[src/hw/rtl/orss_pkg.sv]
`timescale 1ns / 1ps
// ----------------------------------------------------------------------------
// orss_pkg
// Types and constants shared by the object record symbol scanner.
// ----------------------------------------------------------------------------
package orss_pkg;

  localparam int unsigned SLOT_BITS  = 8;
  localparam int unsigned SLOT_COUNT = 1 << SLOT_BITS;
  localparam int unsigned LIMIT_BITS = 16;

  localparam logic [LIMIT_BITS-1:0] LIMIT_RESET = 16'd4096;

  // record opcodes
  localparam logic [15:0] OPC_NAME    = 16'd126;
  localparam logic [15:0] OPC_SIGNAME = 16'd332;
  localparam logic [15:0] OPC_DATA    = 16'd45;
  localparam logic [15:0] OPC_BSS     = 16'd53;
  localparam logic [15:0] OPC_TEXT    = 16'd220;

  // name record types
  localparam logic [7:0] KIND_EXTERN = 8'd61;
  localparam logic [7:0] KIND_STATIC = 8'd62;
  localparam logic [7:0] KIND_HIST0  = 8'd69;
  localparam logic [7:0] KIND_HIST1  = 8'd70;

  localparam logic [4:0] CONST_WIDE = 5'd8;

  // event codes
  localparam logic [1:0] EV_NONE    = 2'd0;
  localparam logic [1:0] EV_SYMBOL  = 2'd1;
  localparam logic [1:0] EV_SECTION = 2'd2;

  // section codes
  localparam logic [1:0] SECT_TEXT = 2'd0;
  localparam logic [1:0] SECT_DATA = 2'd1;
  localparam logic [1:0] SECT_BSS  = 2'd2;

  typedef struct packed {
    logic [7:0] data_byte;
    logic       last;
  } in_t;

  typedef struct packed {
    logic [1:0]  event_res;
    logic [7:0]  slot;
    logic        symbol_kind;
    logic [1:0]  section;
    logic [31:0] name_offset;
    logic [15:0] name_length;
    logic        final_res;
    logic        ended_mid_record;
  } out_t;

  // slot table access from the parser
  typedef struct packed {
    logic                 wr_en;
    logic [SLOT_BITS-1:0] wr_addr;
    logic                 wr_data;
    logic [SLOT_BITS-1:0] rd_addr;
    logic                 clear;
  } slot_req_t;

endpackage

[src/hw/rtl/orss_ram.sv]
`timescale 1ns / 1ps
// ----------------------------------------------------------------------------
// orss_ram
// Generic single-write, single-read RAM with registered read data.
// ----------------------------------------------------------------------------
module orss_ram #(
  parameter int unsigned WIDTH = 1,
  parameter int unsigned DEPTH = 256
) (
  input  logic                     clk_i,
  input  logic                     we_i,
  input  logic [$clog2(DEPTH)-1:0] waddr_i,
  input  logic [WIDTH-1:0]         wdata_i,
  input  logic [$clog2(DEPTH)-1:0] raddr_i,
  output logic [WIDTH-1:0]         rdata_o
);

  logic [WIDTH-1:0] mem_q [DEPTH];
  logic [WIDTH-1:0] rdata_q;

  always_ff @(posedge clk_i) begin
    if (we_i) begin
      mem_q[waddr_i] <= wdata_i;
    end
    rdata_q <= mem_q[raddr_i];
  end

  assign rdata_o = rdata_q;

endmodule

[src/hw/rtl/orss_slot_tbl.sv]
`timescale 1ns / 1ps
// ----------------------------------------------------------------------------
// orss_slot_tbl
// Slot valid table: valid bits in RAM, qualified by per-slot written flags
// that clear all at once at reset and at end of file.
// ----------------------------------------------------------------------------
module orss_slot_tbl (
  input  logic                clk_i,
  input  logic                rst_ni,
  input  orss_pkg::slot_req_t req_i,
  output logic                valid_o
);
  import orss_pkg::*;

  logic [SLOT_COUNT-1:0] written_q;
  logic [SLOT_BITS-1:0]  raddr_q;
  logic                  rdata;

  orss_ram #(
    .WIDTH (1),
    .DEPTH (SLOT_COUNT)
  ) u_ram (
    .clk_i   (clk_i),
    .we_i    (req_i.wr_en),
    .waddr_i (req_i.wr_addr),
    .wdata_i (req_i.wr_data),
    .raddr_i (req_i.rd_addr),
    .rdata_o (rdata)
  );

  always_ff @(posedge clk_i or negedge rst_ni) begin
    if (!rst_ni) begin
      written_q <= '0;
      raddr_q   <= '0;
    end else begin
      raddr_q <= req_i.rd_addr;
      if (req_i.clear) begin
        written_q <= '0;
      end else if (req_i.wr_en) begin
        written_q[req_i.wr_addr] <= 1'b1;
      end
    end
  end

  // entries never written since the last clear read as invalid
  assign valid_o = written_q[raddr_q] & rdata;

endmodule

[src/hw/rtl/orss_parser.sv]
`timescale 1ns / 1ps
// ----------------------------------------------------------------------------
// orss_parser
// Record parser: walks opcodes, name records and address records one byte
// per request and produces symbol and section events.
// ----------------------------------------------------------------------------
module orss_parser #(
  parameter int unsigned OFFSET_BITS = 32
) (
  input  logic                          clk_i,
  input  logic                          rst_ni,
  input  logic                          step_i,
  input  orss_pkg::in_t                 in_i,
  input  logic [orss_pkg::LIMIT_BITS-1:0] limit_i,
  input  logic                          slot_valid_i,
  output orss_pkg::slot_req_t           slot_req_o,
  output logic                          emit_o,
  output orss_pkg::out_t                out_o
);
  import orss_pkg::*;

  localparam logic [3:0] PH_OPLO   = 4'd0;
  localparam logic [3:0] PH_OPHI   = 4'd1;
  localparam logic [3:0] PH_SIG    = 4'd2;
  localparam logic [3:0] PH_NTYPE  = 4'd3;
  localparam logic [3:0] PH_NSLOT  = 4'd4;
  localparam logic [3:0] PH_NAME   = 4'd5;
  localparam logic [3:0] PH_LINE   = 4'd6;
  localparam logic [3:0] PH_AFLAGS = 4'd7;
  localparam logic [3:0] PH_ABODY  = 4'd8;

  // bytes after the slot byte in an address body
  function automatic logic [4:0] tail_after_slot(input logic [7:0] f);
    logic [4:0] n;
    n = '0;
    if (f[3] || f[5]) n = CONST_WIDE;
    if (f[0]) n = n + 5'd1;
    return n;
  endfunction

  function automatic logic [4:0] body_size(input logic [7:0] f);
    logic [4:0] n;
    n = tail_after_slot(f);
    if (f[1]) n = n + 5'd2;
    if (f[2]) n = n + 5'd4;
    if (f[4]) n = n + 5'd1;
    return n;
  endfunction

  logic [3:0]             phase_q, phase_d;
  logic [15:0]            opcode_q, opcode_d;
  logic [4:0]             bytes_left_q, bytes_left_d;
  logic [7:0]             addr_flags_q, addr_flags_d;
  logic                   in_second_q, in_second_d;
  logic [7:0]             ref_slot_q, ref_slot_d;
  logic                   ref_present_q, ref_present_d;
  logic [7:0]             record_type_q, record_type_d;
  logic [7:0]             record_slot_q, record_slot_d;
  logic [15:0]            name_count_q, name_count_d;
  logic [OFFSET_BITS-1:0] name_base_q, name_base_d;
  logic [OFFSET_BITS-1:0] byte_offset_q, byte_offset_d;

  logic        addr_done;
  logic [4:0]  bl_dec;
  logic [4:0]  body;
  logic [15:0] opc;
  logic        is_sec;
  logic [1:0]  sec;
  logic        name_ok;
  logic [63:0] start_ext;

  assign bl_dec    = bytes_left_q - 5'd1;
  assign body      = body_size(in_i.data_byte);
  assign opc       = {in_i.data_byte, opcode_q[7:0]};
  assign start_ext = 64'(name_base_q);
  assign name_ok   = (record_type_q == KIND_EXTERN || record_type_q == KIND_STATIC)
                     && name_count_q != 16'd0 && name_count_q < limit_i;

  always_comb begin
    is_sec = 1'b1;
    sec    = SECT_TEXT;
    if (opcode_q == OPC_TEXT) begin
      sec = SECT_TEXT;
    end else if (opcode_q == OPC_DATA) begin
      sec = SECT_DATA;
    end else if (opcode_q == OPC_BSS) begin
      sec = SECT_BSS;
    end else begin
      is_sec = 1'b0;
    end
  end

  always_comb begin
    phase_d       = phase_q;
    opcode_d      = opcode_q;
    bytes_left_d  = bytes_left_q;
    addr_flags_d  = addr_flags_q;
    in_second_d   = in_second_q;
    ref_slot_d    = ref_slot_q;
    ref_present_d = ref_present_q;
    record_type_d = record_type_q;
    record_slot_d = record_slot_q;
    name_count_d  = name_count_q;
    name_base_d   = name_base_q;
    byte_offset_d = byte_offset_q;
    addr_done     = 1'b0;
    out_o         = '0;
    emit_o        = 1'b0;
    slot_req_o         = '0;
    slot_req_o.wr_addr = record_slot_q;

    if (step_i) begin
      unique case (phase_q)
        PH_OPLO: begin
          opcode_d = {8'd0, in_i.data_byte};
          phase_d  = PH_OPHI;
        end
        PH_OPHI: begin
          opcode_d = opc;
          if (opc == OPC_NAME) begin
            phase_d = PH_NTYPE;
          end else if (opc == OPC_SIGNAME) begin
            phase_d      = PH_SIG;
            bytes_left_d = 5'd4;
          end else begin
            phase_d       = PH_LINE;
            bytes_left_d  = 5'd4;
            ref_present_d = 1'b0;
            in_second_d   = 1'b0;
          end
        end
        PH_SIG: begin
          bytes_left_d = bl_dec;
          if (bl_dec == 5'd0) phase_d = PH_NTYPE;
        end
        PH_NTYPE: begin
          record_type_d = in_i.data_byte;
          phase_d       = PH_NSLOT;
        end
        PH_NSLOT: begin
          record_slot_d = in_i.data_byte;
          name_count_d  = '0;
          name_base_d   = byte_offset_q + OFFSET_BITS'(1);
          phase_d       = PH_NAME;
        end
        PH_NAME: begin
          if (in_i.data_byte != 8'd0) begin
            if (name_count_q != 16'hFFFF) name_count_d = name_count_q + 16'd1;
          end else begin
            if (name_ok) begin
              slot_req_o.wr_en    = 1'b1;
              slot_req_o.wr_data  = 1'b1;
              out_o.event_res     = EV_SYMBOL;
              out_o.slot          = record_slot_q;
              out_o.symbol_kind   = (record_type_q == KIND_STATIC);
              out_o.name_offset   = start_ext[31:0];
              out_o.name_length   = name_count_q;
            end else if (record_type_q == KIND_HIST0 || record_type_q == KIND_HIST1) begin
              slot_req_o.wr_en   = 1'b1;
              slot_req_o.wr_data = 1'b0;
            end
            phase_d = PH_OPLO;
          end
        end
        PH_LINE: begin
          bytes_left_d = bl_dec;
          if (bl_dec == 5'd0) phase_d = PH_AFLAGS;
        end
        PH_AFLAGS: begin
          addr_flags_d = in_i.data_byte;
          bytes_left_d = body;
          if (body == 5'd0) begin
            addr_done = 1'b1;
          end else begin
            phase_d = PH_ABODY;
          end
        end
        PH_ABODY: begin
          if (!in_second_q && addr_flags_q[4]
              && bytes_left_q == tail_after_slot(addr_flags_q) + 5'd1) begin
            ref_slot_d    = in_i.data_byte;
            ref_present_d = 1'b1;
          end
          bytes_left_d = bl_dec;
          if (bl_dec == 5'd0) addr_done = 1'b1;
        end
        default: begin
          phase_d = PH_OPLO;
        end
      endcase

      if (addr_done) begin
        if (!in_second_q) begin
          in_second_d = 1'b1;
          phase_d     = PH_AFLAGS;
        end else begin
          // valid bit of ref_slot_q has been read since the slot byte
          if (is_sec && ref_present_q && slot_valid_i) begin
            out_o.event_res = EV_SECTION;
            out_o.slot      = ref_slot_q;
            out_o.section   = sec;
          end
          in_second_d = 1'b0;
          phase_d     = PH_OPLO;
        end
      end

      byte_offset_d = byte_offset_q + OFFSET_BITS'(1);

      out_o.final_res        = in_i.last;
      out_o.ended_mid_record = in_i.last && (phase_d != PH_OPLO);
      emit_o = (out_o.event_res != EV_NONE) || in_i.last;

      // end of file: restart for the next file
      if (in_i.last) begin
        phase_d       = PH_OPLO;
        opcode_d      = '0;
        bytes_left_d  = '0;
        addr_flags_d  = '0;
        in_second_d   = 1'b0;
        ref_slot_d    = '0;
        ref_present_d = 1'b0;
        record_type_d = '0;
        record_slot_d = '0;
        name_count_d  = '0;
        name_base_d   = '0;
        byte_offset_d = '0;
        slot_req_o.clear = 1'b1;
      end
    end

    // read ahead so the valid bit is ready the cycle after the slot byte
    slot_req_o.rd_addr = ref_slot_d;
  end

  always_ff @(posedge clk_i or negedge rst_ni) begin
    if (!rst_ni) begin
      phase_q       <= PH_OPLO;
      opcode_q      <= '0;
      bytes_left_q  <= '0;
      addr_flags_q  <= '0;
      in_second_q   <= 1'b0;
      ref_slot_q    <= '0;
      ref_present_q <= 1'b0;
      record_type_q <= '0;
      record_slot_q <= '0;
      name_count_q  <= '0;
      name_base_q   <= '0;
      byte_offset_q <= '0;
    end else begin
      phase_q       <= phase_d;
      opcode_q      <= opcode_d;
      bytes_left_q  <= bytes_left_d;
      addr_flags_q  <= addr_flags_d;
      in_second_q   <= in_second_d;
      ref_slot_q    <= ref_slot_d;
      ref_present_q <= ref_present_d;
      record_type_q <= record_type_d;
      record_slot_q <= record_slot_d;
      name_count_q  <= name_count_d;
      name_base_q   <= name_base_d;
      byte_offset_q <= byte_offset_d;
    end
  end

endmodule

[src/hw/rtl/object_record_symbol_scanner.sv]
`timescale 1ns / 1ps
// ----------------------------------------------------------------------------
// object_record_symbol_scanner
// Scans an object file byte stream and reports symbol and section events.
// ----------------------------------------------------------------------------
// Usage:
//   in channel (in_valid_i/in_ready_o/in_data_i) takes one file byte per
//   request, with last marking the final byte of a file.
//   out channel (out_valid_o/out_ready_i/out_data_o) gives at most one
//   result per byte: a symbol or section event, or a final result on the
//   last byte that flags a truncated record.
//   cfg channel writes the name length limit (reset 4096); always ready.
// Throughput is one byte per cycle unless the receiver stalls; a result is
// registered, appearing in the cycle after its byte is accepted. Slot valid
// bits live in a 256 x 1 RAM read ahead of use; per-slot written flags make
// reset and end-of-file clears take effect at once, with no clearing pass.
// When the receiver stalls, one result waits in the output register and a
// new byte is still taken if the output register is empty or being drained.
// Reset clears the parser, offset counter and all slot valid bits.
// ----------------------------------------------------------------------------
module object_record_symbol_scanner #(
  parameter int unsigned OFFSET_BITS = 32
) (
  input  logic                           clk_i,
  input  logic                           rst_ni,
  input  logic                           in_valid_i,
  output logic                           in_ready_o,
  input  orss_pkg::in_t                  in_data_i,
  output logic                           out_valid_o,
  input  logic                           out_ready_i,
  output orss_pkg::out_t                 out_data_o,
  input  logic                           cfg_valid_i,
  output logic                           cfg_ready_o,
  input  logic [orss_pkg::LIMIT_BITS-1:0] cfg_data_i
);
  import orss_pkg::*;

  logic [LIMIT_BITS-1:0] limit_q;
  logic                  out_valid_q, out_valid_d;
  out_t                  out_data_q, out_data_d;
  logic                  step;
  logic                  emit;
  out_t                  res;
  slot_req_t             slot_req;
  logic                  slot_valid;

  assign cfg_ready_o = 1'b1;
  assign in_ready_o  = !out_valid_q || out_ready_i;
  assign step        = in_valid_i && in_ready_o;

  orss_parser #(
    .OFFSET_BITS (OFFSET_BITS)
  ) u_parser (
    .clk_i        (clk_i),
    .rst_ni       (rst_ni),
    .step_i       (step),
    .in_i         (in_data_i),
    .limit_i      (limit_q),
    .slot_valid_i (slot_valid),
    .slot_req_o   (slot_req),
    .emit_o       (emit),
    .out_o        (res)
  );

  orss_slot_tbl u_slot_tbl (
    .clk_i   (clk_i),
    .rst_ni  (rst_ni),
    .req_i   (slot_req),
    .valid_o (slot_valid)
  );

  always_comb begin
    out_valid_d = out_valid_q;
    out_data_d  = out_data_q;
    if (step && emit) begin
      out_valid_d = 1'b1;
      out_data_d  = res;
    end else if (out_ready_i) begin
      out_valid_d = 1'b0;
    end
  end

  always_ff @(posedge clk_i or negedge rst_ni) begin
    if (!rst_ni) begin
      limit_q     <= LIMIT_RESET;
      out_valid_q <= 1'b0;
    end else begin
      out_valid_q <= out_valid_d;
      if (cfg_valid_i && cfg_ready_o) limit_q <= cfg_data_i;
    end
  end

  always_ff @(posedge clk_i) begin
    out_data_q <= out_data_d;
  end

  assign out_valid_o = out_valid_q;
  assign out_data_o  = out_data_q;

endmodule
[config.mk]
export PLATFORM = sky130hd
export DESIGN_NAME = object_record_symbol_scanner
export DESIGN_NICKNAME = d
export VERILOG_FILES = /design/src/hw/rtl/orss_pkg.sv /design/src/hw/rtl/orss_ram.sv /design/src/hw/rtl/orss_slot_tbl.sv /design/src/hw/rtl/orss_parser.sv /design/src/hw/rtl/object_record_symbol_scanner.sv
export SDC_FILE = /design/constraint.sdc
export NUM_CORES = 1
export LEC_CHECK = 0
export BUFFER_PORTS_ARGS = -buffer_cell sky130_fd_sc_hd__clkbuf_2
export CELL_PAD_IN_SITES_DETAIL_PLACEMENT = 1
export CELL_PAD_IN_SITES_GLOBAL_PLACEMENT = 2
export CORE_MARGIN = 4
export CORE_UTILIZATION = 38
export DETAILED_ROUTE_END_ITERATION = 16
export PLACE_DENSITY = 0.76
export SETUP_SLACK_MARGIN = 0.4
export SKIP_CTS_REPAIR_TIMING = 1
export SYNTH_ARGS = -nofsm -noshare
export SYNTH_HDL_FRONTEND = slang
export SYNTH_SLANG_ARGS = --single-unit
[constraint.sdc]
create_clock -name clk_i -period 6.85 [get_ports clk_i]
set_input_delay 1.0275 -clock clk_i [delete_from_list [all_inputs] [get_ports clk_i]]
set_output_delay 1.0275 -clock clk_i [all_outputs]
set_load 0.02 [all_outputs]
Word-level counts from Yosys, hierarchy flattened

Memory sizes are Yosys's and may differ from the RTL's. A register that Yosys moved wholly into a read port is not among the register bits.
Cells that the tools add are included.

Register bits after elaboration: 473
Memory bits (writable): 256
Bits of input ports: 30
Output and inout bits: 66
Word-level logic and storage cells: 214
Memories kept: 1

Add/subtract/negate cells: 9
$lt $le $gt $ge: 4
Equality and inequality tests: 27
Muxes and demuxes: 91
Bitwise gates (word level): 8
Reduce and logical (&&, ||, !) cells: 49

Memory list:

| name                   | depth | bits a word | read ports | clocked after Yosys merged registers in | wr ports | line           | source |
|---|---|---|---|---|---|---|---|
| u_slot_tbl.u_ram.mem_q | 256   | 1           | 1          | 1                                       | 1        | orss_ram.sv:18 | `logic [WIDTH-1:0] mem_q [DEPTH];` |

Operators with widths:

| kind                                                       | number |
|---|---|
| 2-to-1 mux 256 bit                                         | 2 |
| OR 256 bit                                                 | 1 |
| 2-to-1 mux 32 bit                                          | 3 |
| 2-to-1 mux 16 bit                                          | 4 |
| 2-to-1 mux 8 bit                                           | 8 |
| one-hot mux 16 bit (2 select lines)                        | 2 |
| 2-to-1 mux 5 bit                                           | 11 |
| 2-to-1 mux 10 bit                                          | 5 |
| 2-to-1 mux 4 bit                                           | 10 |
| one-hot mux 4 bit (9 select lines)                         | 1 |
| 2-to-1 mux 1 bit                                           | 33 |
| adder 32 x 1 -> 32 bit, second input constant              | 1 |
| equality test 16 x 6 -> 1 bit, second input constant       | 2 |
| 2-to-1 mux 11 bit                                          | 2 |
| less-than comparator 8 x 9 -> 1 bit, second input constant | 2 |
| adder 16 x 1 -> 16 bit, second input constant              | 1 |
| equality test 16 x 7 -> 1 bit, second input constant       | 1 |
| equality test 16 x 8 -> 1 bit, second input constant       | 1 |
| equality test 16 x 9 -> 1 bit, second input constant       | 1 |
| equality test 4 x 3 -> 1 bit, second input constant        | 4 |
| equality test 8 x 6 -> 1 bit, second input constant        | 2 |
| equality test 8 x 7 -> 1 bit, second input constant        | 2 |
| less-than comparator 16 bit                                | 1 |
| inequality test 16 bit, second input constant              | 1 |
| other kinds (40)                                           | 87 |

Longest topological paths before layout

Depth after elaboration: 21
Gate-level depth with buffers: 15
Gate-level depth less buffers: 12

Cells and area by module

From an unflattened synthesis, not the netlist that was laid out.

Cells, all modules: 2884
Area total of the unflattened synthesis: 33440.8 um^2

Modules (own cells, without submodules):

| module                       | instances | cells each | area an instance (um^2) | seq. area each (um^2) |
|---|---|---|---|---|
| orss_slot_tbl                | 1         | 1103       | 11763.8                 | 6606.3 |
| orss_ram                     | 1         | 788        | 11128.2                 | 7707.4 |
| orss_parser                  | 1         | 888        | 7943.9                  | 3378.2 |
| object_record_symbol_scanner | 1         | 105        | 2605.0                  | 2318.5 |

Worst setup path before layout

No wires, ideal clock.

Path type: input to register
Start: input out_ready_i
End: memory u_slot_tbl.u_ram.mem_q[0] (data pin)
Library setup time: 1.033 ns
Arrival: 6.880 ns
Slack: -1.063 ns
Cell stages on the path: 8
Buffers on the path: 2
Cell sequence: nand2b_1 clkbuf_1 nand2_1 or4_1 a211oi_1 o221ai_1 clkinv_1 clkbuf_1

RTL lines:

| what               | line                               | source |
|---|---|---|
| start: declaration | object_record_symbol_scanner.sv:30 | `input logic out_ready_i,` |
| end: declaration   | orss_ram.sv:18                     |  |

Worst setup path after layout

Start: register u_slot_tbl.raddr_q[0]
End: register out_data_q, in the netlist out_data_o[32] (enable)

Word-level cells in the longest chain between the ends: 12

Ends and longest elaborated chain:

| what                                   | line                               | source |
|---|---|---|
| start: declaration                     | orss_slot_tbl.sv:16                | `logic [SLOT_BITS-1:0] raddr_q;` |
| start signal: assignment               | orss_slot_tbl.sv:36                | `raddr_q <= req_i.rd_addr;` |
| binary-select mux 1 bit (select 8 bit) | orss_slot_tbl.sv:46                | `assign valid_o = written_q[raddr_q] & rdata;` |
| 2-to-1 mux 1 bit (implied by the code) | orss_slot_tbl.sv:46                |  |
| AND 1 bit                              | orss_slot_tbl.sv:46                |  |
| logical AND 1 bit                      | orss_parser.sv:198                 | `if (is_sec && ref_present_q && slot_valid_i) begin` |
| 2-to-1 mux 10 bit                      | orss_parser.sv:198                 |  |
| 2-to-1 mux 10 bit                      | orss_parser.sv:193                 | `if (!in_second_q) begin` |
| 2-to-1 mux 10 bit                      | orss_parser.sv:192                 | `if (addr_done) begin` |
| 2-to-1 mux 10 bit                      | orss_parser.sv:112                 | `if (step_i) begin` |
| nonzero test 2 bit                     | orss_parser.sv:212                 | `emit_o = (out_o.event_res != EV_NONE) \|\| in_i.last;` |
| logical OR 1 bit                       | orss_parser.sv:212                 |  |
| 2-to-1 mux 1 bit                       | orss_parser.sv:112                 |  |
| logical AND 1 bit                      | object_record_symbol_scanner.sv:75 | `if (step && emit) begin` |
| end signal: assignment                 | object_record_symbol_scanner.sv:94 | `out_data_q <= out_data_d;` |
| end: declaration                       | object_record_symbol_scanner.sv:40 | `out_t out_data_q, out_data_d;` |

No other way between the ends. The select of a mux whose other input is x is not followed.
A chain may end at the register's enable or synchronous reset.

==> metrics.txt <==
final WL=roughly 110 mm; Avg Cell Area, Syn=10.5 sq um; Site Rows=112; commonest cells after routing, fill and taps aside=553 x nand2_1, 405 x dfrtp_1, 319 x edfxtp_1; Chip Height=315 um; Worst Hold Class=in -> async; DR iter-0 viols=approximately 2500; Wirelength per Cell=24.6 um; initial antenna violation count=6; post-route setup TNS=0 ns; Starting Density=38.3%; Final GP Congestion=roughly 0.85; Worst Tran Pin Value=1.34 ns; pwr/cell area=between 200 and 300 mW/mm^2; layout cell share with drive strength beyond 1=12.8%; EDFF count, synth=319; Die ar.=0.0991 sq mm; total CTS buffers=84; ANT nets after route=0; CTS sink count=728; Worst-path clk slew=~0.060 ns; period utilization=approximately three quarters; Req. time, crit path=6.94 ns; pin count of the biggest net entering global routing=around 290; detailed placer's ending HPWL=66.5 mm; vias in the first global route=28316; Area Growth Syn to Fin=12.0%; min Tclk post-route=between 5 and 6 ns; die width=315 um; via count=~28000; status=completed; Max Slew Vio Count=0; Port Buf Inserts=94; RR Startpoint=u_slot_tbl.raddr_q[0]; total power=approximately 12 mW; drt via density=5.92; GR Overflow Total=0; Gate Count Post-Synth=3412; Seq/Total Area, Yosys=55.4%; CP Max Fanout=63; fillers=10153; CTS H-tree lvls=3; RSZ-0062 raised after global routing=false; Slew HR=10.7%; Syn. warnings=0; flop and latch count out of synthesis=728; LEAKAGE=14.1 nW; syn nets=3465; path type of the worst setup path=reg -> reg; nets=roughly 3400; CP Capture Type=flop; CP arrival=5.28 ns; Max Clock Skew=0.0290 ns; Post-Syn Area=0.0358 sq mm; All-Layer GR Usage=between 20% and 30%; Max Cap Viol=0; Max Clk Rate=192 MHz; Top-Level Pins=96; final setup fails=0; CTS tree=built; Unique masters post-synth=83; Max VDD drop=0.256 mV; Startpoint Class=flop; detailed-route DRC error count=0; first-pass detailed-route iteration total=5; ys flop type=dfrtp_1; Root Driver=clkbuf_16; Clock Tree Buf Depth=3; first-pass GRT wire length=176 mm; ys async rst share=a little under three fifths; core area=between 0.09 and 0.1 sq mm; most common cell after layout, fill and taps aside=nand2_1; Final Hold Vio Count=0; Clk Latency, worst-skew pair=between 0.6 and 0.7 ns; critical path startpoint=u_slot_tbl.raddr_q[0]
-- final timing paths --
check | endpoint | cells after the start | slack (ns)
setup / recovery | out_data_o[32] | 8 | 1.66
hold reg to reg | u_parser.name_base_q[8] | 2 | 0.47
hold / removal | u_slot_tbl.written_q[221] | 1 | 0.39
max in group asynchronous | u_slot_tbl.written_q[227] | 2 | 5.01
min in group clk_i | u_parser.name_base_q[8] | 2 | 0.47
setup reg to reg | out_data_o[32] | 8 | 1.66
-- metal layers --
| layer | global-route usage (%) | part of all wire, % | vias to the layer above |
|---|---|---|---|
| li1 | - | - | 12377 |
| met1 | 32.6 | 45 | 14345 |
| met2 | 37.4 | 48 | 674 |
| met3 | 3.23 | 5.1 | 137 |
| met4 | 5.22 | 1.8 | 0 |
| met5 | 0 | 0 | - |
-- power breakdown --
part           switching [mW]  total (mW)  internal [mW]
clock network            1.87        4.54           2.67
registers               0.360        5.08           4.72
logic                    1.54        2.26          0.714
total                    3.77        11.9           8.11
-- sequential cells by signal, indices dropped and copies added (netlist names) --
name                      count
u_parser.record_type_q        8
u_parser.opcode_q            16
out_data_o                   63
out_valid_o                   1
u_parser.addr_flags_q         4
u_parser.record_slot_q        8
u_parser.name_count_q        16
u_parser.name_base_q         32
u_slot_tbl.raddr_q            8
u_parser.bytes_left_q         5
u_slot_tbl.u_ram.mem_q      256
u_parser.byte_offset_q       32
u_parser.in_second_q          1
u_slot_tbl.u_ram.rdata_o      1
limit_q                      16
u_slot_tbl.written_q        256
u_parser.phase_q              4
u_parser.ref_present_q        1
-- stage by stage --
stage          cells  utilization [%]  hold WS (ns)  worst slack [ns]  instance area, sq um
2_1_floorplan   3412                -         0.438              1.46                 35800
3_3_place_gp    4494             40.0         0.453              1.69                 37300
3_5_place_dp    4494             40.0         0.461              1.60                 37300
4_1_cts         4646             42.9         0.417              1.62                 40100
5_1_grt         4646             42.9         0.442              1.36                 40100
6_report        4647             42.9         0.393              1.66                 40100
-- cell usage after synthesis, drive strengths merged, types with 14 or more instances --
library cell / count / area [sq um]
a211oi: 256 / 1920
a21oi: 56 / 280
a31oi: 14 / 93.8
and2: 48 / 300
and3: 27 / 169
buf: 60 / 304
clkbuf: 280 / 1050
dfrtp: 407 / 10200
edfxtp: 319 / 9580
ha: 23 / 288
inv: 41 / 154
mux2i: 79 / 791
mux4: 85 / 1910
nand2: 554 / 2080
nand3: 317 / 1590
nand4: 21 / 131
nor2: 88 / 333
nor2b: 15 / 93.8
nor3: 67 / 347
nor4: 25 / 163
o21ai: 360 / 1800
o22ai: 35 / 219
o31ai: 40 / 300
xnor2: 26 / 228
xor2: 24 / 210
-- cell type report --
class	instances	area [sq um]	share of cell area, %
clock inverter	35	350	0.875
inverter	43	166	0.415
multi-input combinational	2301	14600	36.4
antenna	1	2.50	0.00625
sequential	728	19800	49.5
clock buffer	117	2400	5.99
tap	1254	1570	3.92
timing repair buffer	168	1150	2.87
-- critical path, stage by stage, from the launching register on --
cell     delay, ns
dfrtp_4       0.91
buf_12        0.35
mux4_2        0.55
mux4_2        0.51
mux4_2        0.52
mux4_2        0.50
nor3b_2       0.25
inv_2         0.14
nand3_4       0.75
-- logic make-up after synthesis --
group                    share of synthesized area, %
buffers and inverters                            4.24
flip-flops                                       55.4
other                                          0.0105
XOR/XNOR                                         1.22
adder cells (fa/ha/maj)                         0.805
multiplexers                                     7.76
AND/OR/NAND/NOR                                  15.6
AO/OA/AOI/OAI                                    14.9
Note: power is estimated with default switching activity, not from simulation.
